## config.mk

```make
export PLATFORM = sky130hd
export DESIGN_NAME = encoder_poll_sequencer_top
export DESIGN_NICKNAME = d
export VERILOG_FILES = /design/src/hdl/esp_pkg.sv /design/src/hdl/encoder_poll_sequencer_top.sv /design/src/hdl/esp_fifo_cell.sv /design/src/hdl/esp_rx_chain.sv /design/src/hdl/esp_out_queue.sv
export SDC_FILE = /design/constraint.sdc
export NUM_CORES = 1
export LEC_CHECK = 0
export ABC_AREA = 1
export BUFFER_PORTS_ARGS = -buffer_cell sky130_fd_sc_hd__clkbuf_2
export CAP_MARGIN = 40
export CORE_ASPECT_RATIO = 1.4
export CORE_MARGIN = 2
export CORE_UTILIZATION = 60
export CTS_BUF_LIST = sky130_fd_sc_hd__clkbuf_4 sky130_fd_sc_hd__clkbuf_8
export DETAILED_ROUTE_END_ITERATION = 8
export PLACE_DENSITY_LB_ADDON = 0.08
export SLEW_MARGIN = 20
export SYNTH_ARGS = -nofsm -noshare
export SYNTH_HDL_FRONTEND = slang
export SYNTH_SLANG_ARGS = --single-unit
export TNS_END_PERCENT = 50
```

## constraint.sdc

```tcl
create_clock -name i_clk -period 5.7 [get_ports i_clk]
set_clock_uncertainty 0.1 [all_clocks]
set_input_delay 0.285 -clock i_clk [delete_from_list [all_inputs] [get_ports i_clk]]
set_output_delay 0.285 -clock i_clk [all_outputs]
set_load 0.005 [all_outputs]
```

## src/hdl/esp_pkg.sv

```systemverilog
// shared types, constants and register indexes of the encoder poll sequencer
package esp_pkg;

    localparam int FIFO_DEPTH_DEF = 32;
    localparam int OQ_DEPTH       = 4;
    localparam int CFG_IDX_W      = 3;
    localparam int CFG_DATA_W     = 16;

    localparam logic [CFG_IDX_W-1:0] CFG_DEVICE_ADDRESS  = 3'd0;
    localparam logic [CFG_IDX_W-1:0] CFG_CMD_SPEED_LEFT  = 3'd1;
    localparam logic [CFG_IDX_W-1:0] CFG_CMD_SPEED_RIGHT = 3'd2;
    localparam logic [CFG_IDX_W-1:0] CFG_CMD_COUNT_LEFT  = 3'd3;
    localparam logic [CFG_IDX_W-1:0] CFG_CMD_COUNT_RIGHT = 3'd4;
    localparam logic [CFG_IDX_W-1:0] CFG_TIMEOUT_TICKS   = 3'd5;
    localparam logic [CFG_IDX_W-1:0] CFG_MASK_ENABLE     = 3'd6;

    localparam logic       MODE_TICK    = 1'b0;
    localparam logic       MODE_RX      = 1'b1;
    localparam logic       KIND_TX      = 1'b0;
    localparam logic       KIND_READING = 1'b1;
    localparam logic [7:0] BYTE_NO_MASK = 8'hFF;
    localparam logic [7:0] MASK_7BIT    = 8'h7F;
    localparam logic [15:0] IDLE_MAX    = 16'hFFFF;

    localparam logic [1:0] PUSH_NONE = 2'd0;
    localparam logic [1:0] PUSH_ONE  = 2'd1;
    localparam logic [1:0] PUSH_TWO  = 2'd2;

    typedef struct packed {
        logic       mode;
        logic [7:0] rx_byte;
    } t_in_item;

    typedef struct packed {
        logic               kind;
        logic [7:0]         tx_byte;
        logic [1:0]         reading_kind;
        logic signed [31:0] reading_value;
        logic [7:0]         status_byte;
        logic               checksum_ok;
        logic               overflow_seen;
        logic               last;
    } t_out_item;

    // per-cell control inside the receive chain
    typedef struct packed {
        logic load;
        logic shift5;
        logic shift6;
    } t_cell_ctl;

    // sequencer to receive chain
    typedef struct packed {
        logic       push;
        logic       pop5;
        logic       pop6;
        logic [7:0] rx_byte;
    } t_chain_ctl;

    // receive chain fill status back to the sequencer
    typedef struct packed {
        logic full;
        logic have5;
        logic have6;
    } t_chain_sts;

endpackage

```

## src/hdl/encoder_poll_sequencer_top.sv

```systemverilog
// top level of the encoder poll sequencer: step control, reply decode and ports
//
// Takes one item per clock while the result queue has room. A received byte goes into the
// receive chain (dropped if full) and gives no result; a tick on a request step gives two
// transmit bytes, a tick on a wait step with a full reply gives one reading, otherwise it
// advances the idle count and, at the timeout, the step. Results leave through a four-entry
// queue at one per clock while the output is ready, and the input is held off while more
// than two results are waiting. A poll pass where every wait tick finds its reply gives
// three results for two ticks, so such traffic is bounded by that single output port; bytes
// and idle wait ticks go through at one per clock while the queue has room. No clearing pass after reset.
module encoder_poll_sequencer_top #(
    parameter int FIFO_DEPTH = esp_pkg::FIFO_DEPTH_DEF
) (
    input  logic                                i_clk,
    input  logic                                i_rst_n,
    input  logic                                i_cfg_we,
    input  logic [esp_pkg::CFG_IDX_W-1:0]       i_cfg_idx,
    input  logic [esp_pkg::CFG_DATA_W-1:0]      i_cfg_data,
    input  logic                                i_in_valid,
    output logic                                o_in_ready,
    input  esp_pkg::t_in_item                   i_in_data,
    output logic                                o_out_valid,
    input  logic                                i_out_ready,
    output esp_pkg::t_out_item                  o_out_data
);
    import esp_pkg::*;

    logic [7:0]  r_addr;
    logic [6:0]  r_cmd_sl;
    logic [6:0]  r_cmd_sr;
    logic [6:0]  r_cmd_cl;
    logic [6:0]  r_cmd_cr;
    logic [15:0] r_timeout;
    logic        r_mask_en;

    logic [2:0]  r_step;
    logic [15:0] r_idle;
    logic        r_drop;
    logic [2:0]  n_step;
    logic [15:0] n_idle;
    logic        n_drop;

    t_chain_ctl      w_chain_ctl;
    t_chain_sts      w_chain_sts;
    logic [5:0][7:0] w_head;
    logic [5:0][7:0] w_b;
    logic [1:0]      w_push_n;
    t_out_item       w_res0;
    t_out_item       w_res1;
    logic            w_space;
    logic            w_acc;
    logic [1:0]      w_which;
    logic [6:0]      w_cmd;
    logic            w_is_count;
    logic            w_have;
    logic [7:0]      w_status;
    logic [6:0]      w_sum;
    logic [7:0]      w_csum;
    logic [15:0]     w_idle_inc;

    assign o_in_ready = w_space;
    assign w_acc      = i_in_valid && w_space;
    assign w_which    = r_step[2:1];
    assign w_is_count = w_which[1];
    assign w_have     = w_is_count ? w_chain_sts.have6 : w_chain_sts.have5;

    always_comb begin
        case (w_which)
            2'd0:    w_cmd = r_cmd_sl;
            2'd1:    w_cmd = r_cmd_sr;
            2'd2:    w_cmd = r_cmd_cl;
            default: w_cmd = r_cmd_cr;
        endcase
    end

    // when enabled, masking applies to the whole reply unless its first byte is 0xff
    always_comb begin
        w_b = w_head;
        if (r_mask_en && (w_head[0] != BYTE_NO_MASK)) begin
            for (int k = 0; k < 6; k++) begin
                w_b[k] = w_head[k] & MASK_7BIT;
            end
        end
    end

    assign w_status = w_is_count ? w_b[4] : 8'h00;
    assign w_sum    = r_addr[6:0] + w_cmd + w_b[0][6:0] + w_b[1][6:0]
                    + w_b[2][6:0] + w_b[3][6:0] + w_status[6:0];
    assign w_csum   = w_is_count ? w_b[5] : w_b[4];
    assign w_idle_inc = (r_idle < IDLE_MAX) ? r_idle + 16'd1 : r_idle;

    always_comb begin
        n_step      = r_step;
        n_idle      = r_idle;
        n_drop      = r_drop;
        w_chain_ctl = '0;
        w_chain_ctl.rx_byte = i_in_data.rx_byte;
        w_push_n    = PUSH_NONE;
        w_res0      = '0;
        w_res1      = '0;
        if (w_acc) begin
            if (i_in_data.mode == MODE_RX) begin
                if (w_chain_sts.full) begin
                    n_drop = 1'b1;
                end else begin
                    w_chain_ctl.push = 1'b1;
                end
            end else if (!r_step[0]) begin
                w_res0.kind    = KIND_TX;
                w_res0.tx_byte = r_addr;
                w_res1.kind    = KIND_TX;
                w_res1.tx_byte = {1'b0, w_cmd};
                w_res1.last    = 1'b1;
                w_push_n       = PUSH_TWO;
                n_step         = r_step + 3'd1;
                n_idle         = '0;
            end else if (w_have) begin
                w_chain_ctl.pop5     = !w_is_count;
                w_chain_ctl.pop6     = w_is_count;
                w_res0.kind          = KIND_READING;
                w_res0.reading_kind  = w_which;
                w_res0.reading_value = {w_b[0], w_b[1], w_b[2], w_b[3]};
                w_res0.status_byte   = w_status;
                w_res0.checksum_ok   = ({1'b0, w_sum} == w_csum);
                w_res0.overflow_seen = r_drop;
                w_res0.last          = 1'b1;
                w_push_n             = PUSH_ONE;
                n_drop               = 1'b0;
                n_step               = r_step + 3'd1;
                n_idle               = '0;
            end else begin
                n_idle = w_idle_inc;
                if (w_idle_inc >= r_timeout) begin
                    n_step = r_step + 3'd1;
                    n_idle = '0;
                end
            end
        end
    end

    always_ff @(posedge i_clk) begin
        if (!i_rst_n) begin
            r_step <= '0;
            r_idle <= '0;
            r_drop <= 1'b0;
        end else begin
            r_step <= n_step;
            r_idle <= n_idle;
            r_drop <= n_drop;
        end
    end

    always_ff @(posedge i_clk) begin
        if (!i_rst_n) begin
            r_addr    <= 8'd128;
            r_cmd_sl  <= 7'd18;
            r_cmd_sr  <= 7'd19;
            r_cmd_cl  <= 7'd16;
            r_cmd_cr  <= 7'd17;
            r_timeout <= 16'd100;
            r_mask_en <= 1'b1;
        end else if (i_cfg_we) begin
            case (i_cfg_idx)
                CFG_DEVICE_ADDRESS:  r_addr    <= i_cfg_data[7:0];
                CFG_CMD_SPEED_LEFT:  r_cmd_sl  <= i_cfg_data[6:0];
                CFG_CMD_SPEED_RIGHT: r_cmd_sr  <= i_cfg_data[6:0];
                CFG_CMD_COUNT_LEFT:  r_cmd_cl  <= i_cfg_data[6:0];
                CFG_CMD_COUNT_RIGHT: r_cmd_cr  <= i_cfg_data[6:0];
                CFG_TIMEOUT_TICKS:   r_timeout <= i_cfg_data;
                CFG_MASK_ENABLE:     r_mask_en <= i_cfg_data[0];
                default: ;
            endcase
        end
    end

    esp_rx_chain #(
        .FIFO_DEPTH (FIFO_DEPTH)
    ) u_rx_chain (
        .i_clk   (i_clk),
        .i_rst_n (i_rst_n),
        .i_ctl   (w_chain_ctl),
        .o_sts   (w_chain_sts),
        .o_head  (w_head)
    );

    esp_out_queue u_out_queue (
        .i_clk    (i_clk),
        .i_rst_n  (i_rst_n),
        .i_push_n (w_push_n),
        .i_res0   (w_res0),
        .i_res1   (w_res1),
        .o_space  (w_space),
        .o_valid  (o_out_valid),
        .i_ready  (i_out_ready),
        .o_data   (o_out_data)
    );

endmodule

```

## src/hdl/esp_fifo_cell.sv

```systemverilog
// one byte cell of the receive chain, loads a new byte or takes one from further down
module esp_fifo_cell (
    input  logic               i_clk,
    input  esp_pkg::t_cell_ctl i_ctl,
    input  logic [7:0]         i_byte,
    input  logic [7:0]         i_d5,
    input  logic [7:0]         i_d6,
    output logic [7:0]         o_q
);
    import esp_pkg::*;

    logic [7:0] r_q;
    logic [7:0] n_q;

    always_comb begin
        n_q = r_q;
        if (i_ctl.load) begin
            n_q = i_byte;
        end else if (i_ctl.shift5) begin
            n_q = i_d5;
        end else if (i_ctl.shift6) begin
            n_q = i_d6;
        end
    end

    always_ff @(posedge i_clk) begin
        r_q <= n_q;
    end

    assign o_q = r_q;

endmodule

```

## src/hdl/esp_rx_chain.sv

```systemverilog
// receive byte queue built as a row of shifting cells, oldest byte in cell 0
module esp_rx_chain #(
    parameter int FIFO_DEPTH = esp_pkg::FIFO_DEPTH_DEF
) (
    input  logic                i_clk,
    input  logic                i_rst_n,
    input  esp_pkg::t_chain_ctl i_ctl,
    output esp_pkg::t_chain_sts o_sts,
    output logic [5:0][7:0]     o_head
);
    import esp_pkg::*;

    localparam int CW = $clog2(FIFO_DEPTH + 1);

    logic [CW-1:0] r_count;
    logic [CW-1:0] n_count;
    logic [7:0]    w_q [FIFO_DEPTH];

    genvar gi;
    generate
        for (gi = 0; gi < FIFO_DEPTH; gi++) begin : g_cell
            t_cell_ctl  w_ctl;
            logic [7:0] w_d5;
            logic [7:0] w_d6;

            assign w_ctl.load   = i_ctl.push && (r_count == CW'(gi));
            assign w_ctl.shift5 = i_ctl.pop5;
            assign w_ctl.shift6 = i_ctl.pop6;

            if (gi + 5 < FIFO_DEPTH) begin : g_n5
                assign w_d5 = w_q[gi+5];
            end else begin : g_z5
                assign w_d5 = 8'h00;
            end
            if (gi + 6 < FIFO_DEPTH) begin : g_n6
                assign w_d6 = w_q[gi+6];
            end else begin : g_z6
                assign w_d6 = 8'h00;
            end

            esp_fifo_cell u_cell (
                .i_clk  (i_clk),
                .i_ctl  (w_ctl),
                .i_byte (i_ctl.rx_byte),
                .i_d5   (w_d5),
                .i_d6   (w_d6),
                .o_q    (w_q[gi])
            );
        end
        for (gi = 0; gi < 6; gi++) begin : g_head
            assign o_head[gi] = w_q[gi];
        end
    endgenerate

    always_comb begin
        n_count = r_count;
        if (i_ctl.push) begin
            n_count = r_count + CW'(1);
        end else if (i_ctl.pop5) begin
            n_count = r_count - CW'(5);
        end else if (i_ctl.pop6) begin
            n_count = r_count - CW'(6);
        end
    end

    always_ff @(posedge i_clk) begin
        if (!i_rst_n) begin
            r_count <= '0;
        end else begin
            r_count <= n_count;
        end
    end

    assign o_sts.full  = (r_count == CW'(FIFO_DEPTH));
    assign o_sts.have5 = (r_count >= CW'(5));
    assign o_sts.have6 = (r_count >= CW'(6));

`ifndef SYNTH
    a_count_range: assert property (@(posedge i_clk) disable iff (!i_rst_n)
        r_count <= CW'(FIFO_DEPTH))
        else $error("receive chain count beyond depth");
    a_pop5_filled: assert property (@(posedge i_clk) disable iff (!i_rst_n)
        i_ctl.pop5 |-> (r_count >= CW'(5)))
        else $error("speed reply popped from short chain");
    a_pop6_filled: assert property (@(posedge i_clk) disable iff (!i_rst_n)
        i_ctl.pop6 |-> (r_count >= CW'(6)))
        else $error("count reply popped from short chain");
    a_push_alone: assert property (@(posedge i_clk) disable iff (!i_rst_n)
        i_ctl.push |-> (!i_ctl.pop5 && !i_ctl.pop6 && !o_sts.full))
        else $error("push together with pop or into full chain");
`endif

endmodule

```

## src/hdl/esp_out_queue.sv

```systemverilog
// small result queue, takes up to two items a cycle and hands out one when the reader is ready
module esp_out_queue (
    input  logic               i_clk,
    input  logic               i_rst_n,
    input  logic [1:0]         i_push_n,
    input  esp_pkg::t_out_item i_res0,
    input  esp_pkg::t_out_item i_res1,
    output logic               o_space,
    output logic               o_valid,
    input  logic               i_ready,
    output esp_pkg::t_out_item o_data
);
    import esp_pkg::*;

    localparam int AW = $clog2(OQ_DEPTH);
    localparam int CW = $clog2(OQ_DEPTH + 1);

    t_out_item     r_mem [OQ_DEPTH];
    logic [AW-1:0] r_wr;
    logic [AW-1:0] r_rd;
    logic [CW-1:0] r_count;
    logic [AW-1:0] n_wr;
    logic [AW-1:0] n_rd;
    logic [CW-1:0] n_count;
    logic          w_pop;

    assign w_pop = o_valid && i_ready;

    always_comb begin
        n_wr    = r_wr + AW'(i_push_n);
        n_rd    = w_pop ? r_rd + AW'(1) : r_rd;
        n_count = r_count + CW'(i_push_n) - CW'(w_pop);
    end

    always_ff @(posedge i_clk) begin
        if (!i_rst_n) begin
            r_wr    <= '0;
            r_rd    <= '0;
            r_count <= '0;
        end else begin
            r_wr    <= n_wr;
            r_rd    <= n_rd;
            r_count <= n_count;
        end
    end

    always_ff @(posedge i_clk) begin
        if (i_push_n != PUSH_NONE) begin
            r_mem[r_wr] <= i_res0;
        end
        if (i_push_n == PUSH_TWO) begin
            r_mem[r_wr + AW'(1)] <= i_res1;
        end
    end

    assign o_valid = (r_count != '0);
    assign o_data  = r_mem[r_rd];
    // room for the two items a request tick brings
    assign o_space = (r_count <= CW'(OQ_DEPTH - 2));

endmodule
```

# ---- Yosys cells after proc, flatten, opt, wreduce, memory -nomap -nowiden
# Memories as Yosys holds them, arrays and structs flattened. A register that Yosys moved wholly into a read port is not among the register bits.
# Index checks and enable logic that the tools add are counted.
dict set report classes {
  n_addsub 16
  n_lt_le_gt_ge 5
  eq_ne 45
  muxes 135
  bitwise 1
  n_reduce_logical 86
}
# cell count
set op_table {}
lappend op_table {{$mux 8} 90}
lappend op_table {{$mux 54} 2}
lappend op_table {{$reduce_bool 3->1} 34}
lappend op_table {{$eq 6x5->1 const B} 16}
lappend op_table {{$mux 45} 2}
lappend op_table {{$mux 16} 4}
lappend op_table {{$eq 6x4->1 const B} 8}
lappend op_table {{$mux 48} 1}
lappend op_table {{$add 7x7->7} 6}
lappend op_table {{$logic_and 1x1->1} 35}
lappend op_table {{$eq 6x3->1 const B} 4}
lappend op_table {{$mux 7} 3}
lappend op_table {{$pmux 7 s3} 1}
lappend op_table {{$mux 6} 3}
lappend op_table {{$mux 1} 17}
lappend op_table {{$add 16x1->16 const B} 1}
lappend op_table {{$ge 16x16->1} 1}
lappend op_table {{$lt 16x16->1 const B} 1}
lappend op_table {{$mux 2} 8}
lappend op_table {{$reduce_and 2->1} 8}
lappend op_table {{$eq 6x2->1 const B} 2}
lappend op_table {{$ge 6x3->1 const B} 2}
lappend op_table {{$mux 3} 4}
lappend op_table {{$sub 6x3->6 const B} 2}
lappend op_table {{26 further kinds} 33}
dict set report totals {
  reg_bits 342
  ramBits 216
  in_bits 33
  output_inout_bits 56
  word_cells 336
  n_memories 1
}
# name depth width rd rd_ports_with_merged_regs write_ports line_no
set mem_list {}
lappend mem_list {u_out_queue.r_mem 4 54 1 1 2 esp_out_queue.sv:18} ;# t_out_item r_mem [OQ_DEPTH];

# ---- Logic depth before layout (Yosys ltp)
dict set report logic_depth {
  word_depth 13
  ltp_mapped 23
}

# ---- Modules after synthesis
# From an unflattened synthesis, not the netlist that was laid out.
dict set report hier_totals {
  hier_cells 4351
  area_unflattened_um2 33492.1
}
# module n_inst cells_each area_per_inst_um2
set by_module_without_submodules {}
lappend by_module_without_submodules {esp_fifo_cell 32 70 510.5}
lappend by_module_without_submodules {esp_out_queue 1 1127 10819.1}
lappend by_module_without_submodules {encoder_poll_sequencer_top 1 846 5555.3}
lappend by_module_without_submodules {esp_rx_chain 1 138 782.0}

# ---- Worst setup path before layout
# No wires, ideal clock.
dict set report synth_path {
  path_type {reg-to-reg}
  startpoint {reg r_step[2]}
  endpoint {mem u_out_queue.r_mem[0][2] (netlist name)}
  arrival_ps 4757
  t_required_ps 5526
  setup_slack_ps 769
  path_stages_with_launch 19
  cell_sequence {dfxtp_1 > clkbuf_1 > buf_1 > buf_1 > nand2_1 > fa_1 > fa_1 > fa_1 > inv_1 > fa_1 > inv_1 > fa_1 > xnor2_1 > xor2_1 > nor3_1 > nand2_1 > nor2_1 > nand3_1 > o21ai_0}
}
# element line_no
set synth_lines {}
lappend synth_lines {{from (decl)} encoder_poll_sequencer_top.sv:36} ;# logic [2:0] r_step;
lappend synth_lines {{from (signal assigned)} encoder_poll_sequencer_top.sv:147} ;# r_step <= n_step;
lappend synth_lines {{to (decl)} esp_out_queue.sv:18}

==> results.json <==
{
  "max_cap_violations": 0,
  "avgRoutedWirePerCell_um": 20.78,
  "critPathRequiredTime_ps": 6190,
  "drive_above_1_share": 0.1043,
  "die-area_um2": 47490,
  "max_stage_delay_ps": 580,
  "holdCritPathClass": "in2reg",
  "post-dp-hpwl_um": 56500,
  "drv_slew": 0,
  "num_io_pins": 89,
  "whs_ps": 57.70,
  "hold_viol": 0,
  "grt_pass1_wl_um": 123700,
  "gr-total-overflow": 0,
  "synthTopCellsByArea": "edfxtp_1 (32%), dfxtp_1 (20%), o21ai_0 (9.3%)",
  "r2r_setup_slack_ps": 360,
  "status": "finished clean",
  "grt_pass1_vias": 22310,
  "rows": 92,
  "worst_pin_slew_ps": 971.1,
  "grt_max_degree": 221,
  "drtIter0Drc": 2466,
  "die_x_um": 184.7,
  "total_power_mw": 10.03,
  "syn2layout_area_growth_pct": 9.589,
  "crit_top_cell": "fa_1",
  "grtUsageTotal": 0.3427,
  "drc": 0,
  "viasPerCell": 5.960,
  "synthDistinctLibCells": 44,
  "cts_tree": "built",
  "peakVddDrop_mv": 0.2495,
  "routed_wl_um": 81630,
  "finalSetupTns_ps": 0,
  "ys_warn_count": 0,
  "power_switching_mw": 3.026,
  "routabilityCongestion": 0.8900,
  "relSlewSlack": 0.3526,
  "timing.fmax_ghz": 0.1874,
  "cts_made_buffers": 85,
  "drt_pre_antenna_iters": 6,
  "slowest_stage": "fa_1",
  "fin_util": 0.6665,
  "worstSetupStartpointType": "flop",
  "cts_root_buf": "clkbuf_8",
  "final_cell_area_um2": 30070,
  "power.density_nw_per_um2": 333.6,
  "diodes": 0,
  "clk_path_buf_depth": 3,
  "antenna_found_initial": 0,
  "synthDominantCellAreaShare": 0.3152,
  "final_cell_mix": "nand2_1 (546), o21ai_0 (508), nor2_1 (463), edfxtp_1 (288), dfxtp_1 (271)",
  "path_clk_slew_ps": 60,
  "p_int_mw": 7.007,
  "avgSynthCellArea_um2": 8.514,
  "synth_edf_count": 288,
  "critPathTopFamily": "adder cells",
  "endpoint_kind": "flop",
  "ant_nets": 0,
  "initial_core_util": 0.6081,
  "synth_cells": 3223,
  "yosys.area.top_type": "edfxtp_1",
  "final_common_cell": "nand2_1",
  "async_flop_share": 0,
  "synth_area_um2": 27440,
  "dpl_cell_area_um2": 28040,
  "power_frac_clock": 0.342,
  "clk_latency_ps": 680,
  "finalCritPeriodShare": 0.9360,
  "seqPwrFrac": 0.461,
  "core_area_um2": 45120,
  "yosysSeqAreaShare": 0.5136,
  "synth_fp_nets": 3321,
  "io_buffer_count": 88,
  "path_buf_inv": 2,
  "synth_ff_type": "edfxtp_1",
  "setup_viol": 0,
  "chipHeight_um": 257.0,
  "num_vias": 23410,
  "worstSetupPathType": "reg2reg",
  "ys_ff_latch": 560,
  "grt_setup_unrepaired": "no",
  "cts.sinks": 560,
  "min_period_ps": 5335,
  "finalNetCount": 3348,
  "combPwrFrac": 0.197,
  "path_max_fanout": 12,
  "cts_htree_levels": 3,
  "crit_arrival_ps": 5820,
  "power_switching_share": 0.3016,
  "p_leak_nw": 11.95,
  "cp_cell_sequence": "nand2_1 -> o21ai_1 -> fa_1 -> fa_1 -> fa_1 -> inv_1 -> fa_1 -> inv_1 -> fa_1 -> xnor2_1 -> xor2_1 -> nor3_1 -> nand2_1 -> nor2_1 -> nand3_1 -> o21ai_0"
}
[cell type report]
type	count	area [um^2]
Fill cell	3885	15050
Multi-Input combinational cell	2222	11470
Tap cell	611	764.5
Timing Repair Buffer	153	1136
Clock buffer	121	1509
Sequential cell	560	14100
Inverter	228	860.8
Clock inverter	33	236.5
[cell usage after synthesis, types with 22 or more instances]
| master | n |
|---|---|
| a31oi_1 | 22 |
| nand2_1 | 546 |
| fa_1 | 28 |
| o211ai_1 | 22 |
| a21oi_1 | 118 |
| ha_1 | 37 |
| clkbuf_1 | 131 |
| a211oi_1 | 28 |
| o22ai_1 | 199 |
| buf_2 | 46 |
| dfxtp_1 | 272 |
| o21ai_1 | 37 |
| o21ai_0 | 509 |
| edfxtp_1 | 288 |
| nor2_1 | 463 |
| inv_1 | 210 |
| nand3_1 | 74 |
[worst paths after layout]
kind                                                from                             endpoint  depth (start not counted)
worst max register to register                 r_step[2]              u_out_queue.r_mem[0][2]                         16
worst max-delay path                           r_step[2]              u_out_queue.r_mem[0][2]                         16
worst min-delay path                        i_in_data[1]  u_rx_chain.g_cell[18].u_cell.o_q[1]                          3
worst min register to register  u_out_queue.r_mem[1][53]             u_out_queue.r_mem[1][53]                          2
[cells by family (layout without fill, tap and decap cells)]
logic type / after synthesis / count (layout) / synth area share
xor+xnor: 23 / 23 / 0.007341
simple gates: 1165 / 1165 / 0.1753
flops: 560 / 560 / 0.5136
mux: 1 / 1 / 0.0003648
fa+ha+maj: 65 / 65 / 0.03730
buf+inv: 441 / 535 / 0.06867
compound gates: 968 / 968 / 0.1974
[power groups by stage]
| stage | sequential [mW] | clock [mW] | combinational, mW |
|---|---|---|---|
| floorplan | 4.66 | 0 | 1.32 |
| global placement | 4.70 | 0 | 1.87 |
| detailed placement | 4.71 | 0 | 1.93 |
| CTS | 4.62 | 3.47 | 1.95 |
| global route | 4.65 | 3.64 | 2.18 |
| finish | 4.63 | 3.43 | 1.97 |
[layer usage]
layer  GRT usage  vias to the layer above  part of all wire
met1      0.3822                    10960              0.36
met2      0.6041                     1029              0.50
met5           0                        -                 0
met4      0.2346                        0             0.071
li1            -                    11160                 -
met3     0.04472                      270             0.062
[registers in the layout, summed over array words and instances (netlist names), 8 cells and up, named ones only]
register and cells:
r_addr 8, u_out_queue.r_mem 216, r_timeout 16, u_rx_chain.g_cell.u_cell.o_q 256
r_idle 16
[stage by stage]
step / instances / setup slack (ps)
2_1_floorplan: 3223 / 768.7
3_3_place_gp: 3735 / 517.2
3_5_place_dp: 3745 / 387.1
4_1_cts: 3928 / 345.8
5_1_grt: 3928 / 44.28
6_report: 3928 / 364.7
[worst register-to-register path: stages, from the launching register on]
cell and delay, ps:
dfxtp_1 510, nand2_1 350, o21ai_1 480, fa_1 540, fa_1 520, fa_1 550
inv_1 60, fa_1 580, inv_1 70, fa_1 460, xnor2_1 220, xor2_1 90
nor3_1 170, nand2_1 90, nor2_1 130, nand3_1 140, o21ai_0 200
[timing repair]
| item | CTS | global route |
|---|---|---|
| endpoints found under the setup margin | 0 | 4 |
| endpoints found under the hold margin | 73 | 0 |
| setup buffers | 0 | 0 |
| hold buffers | 29 | 0 |
| resized for setup | 0 | 1 |
Power figures use the tool's default switching activity.
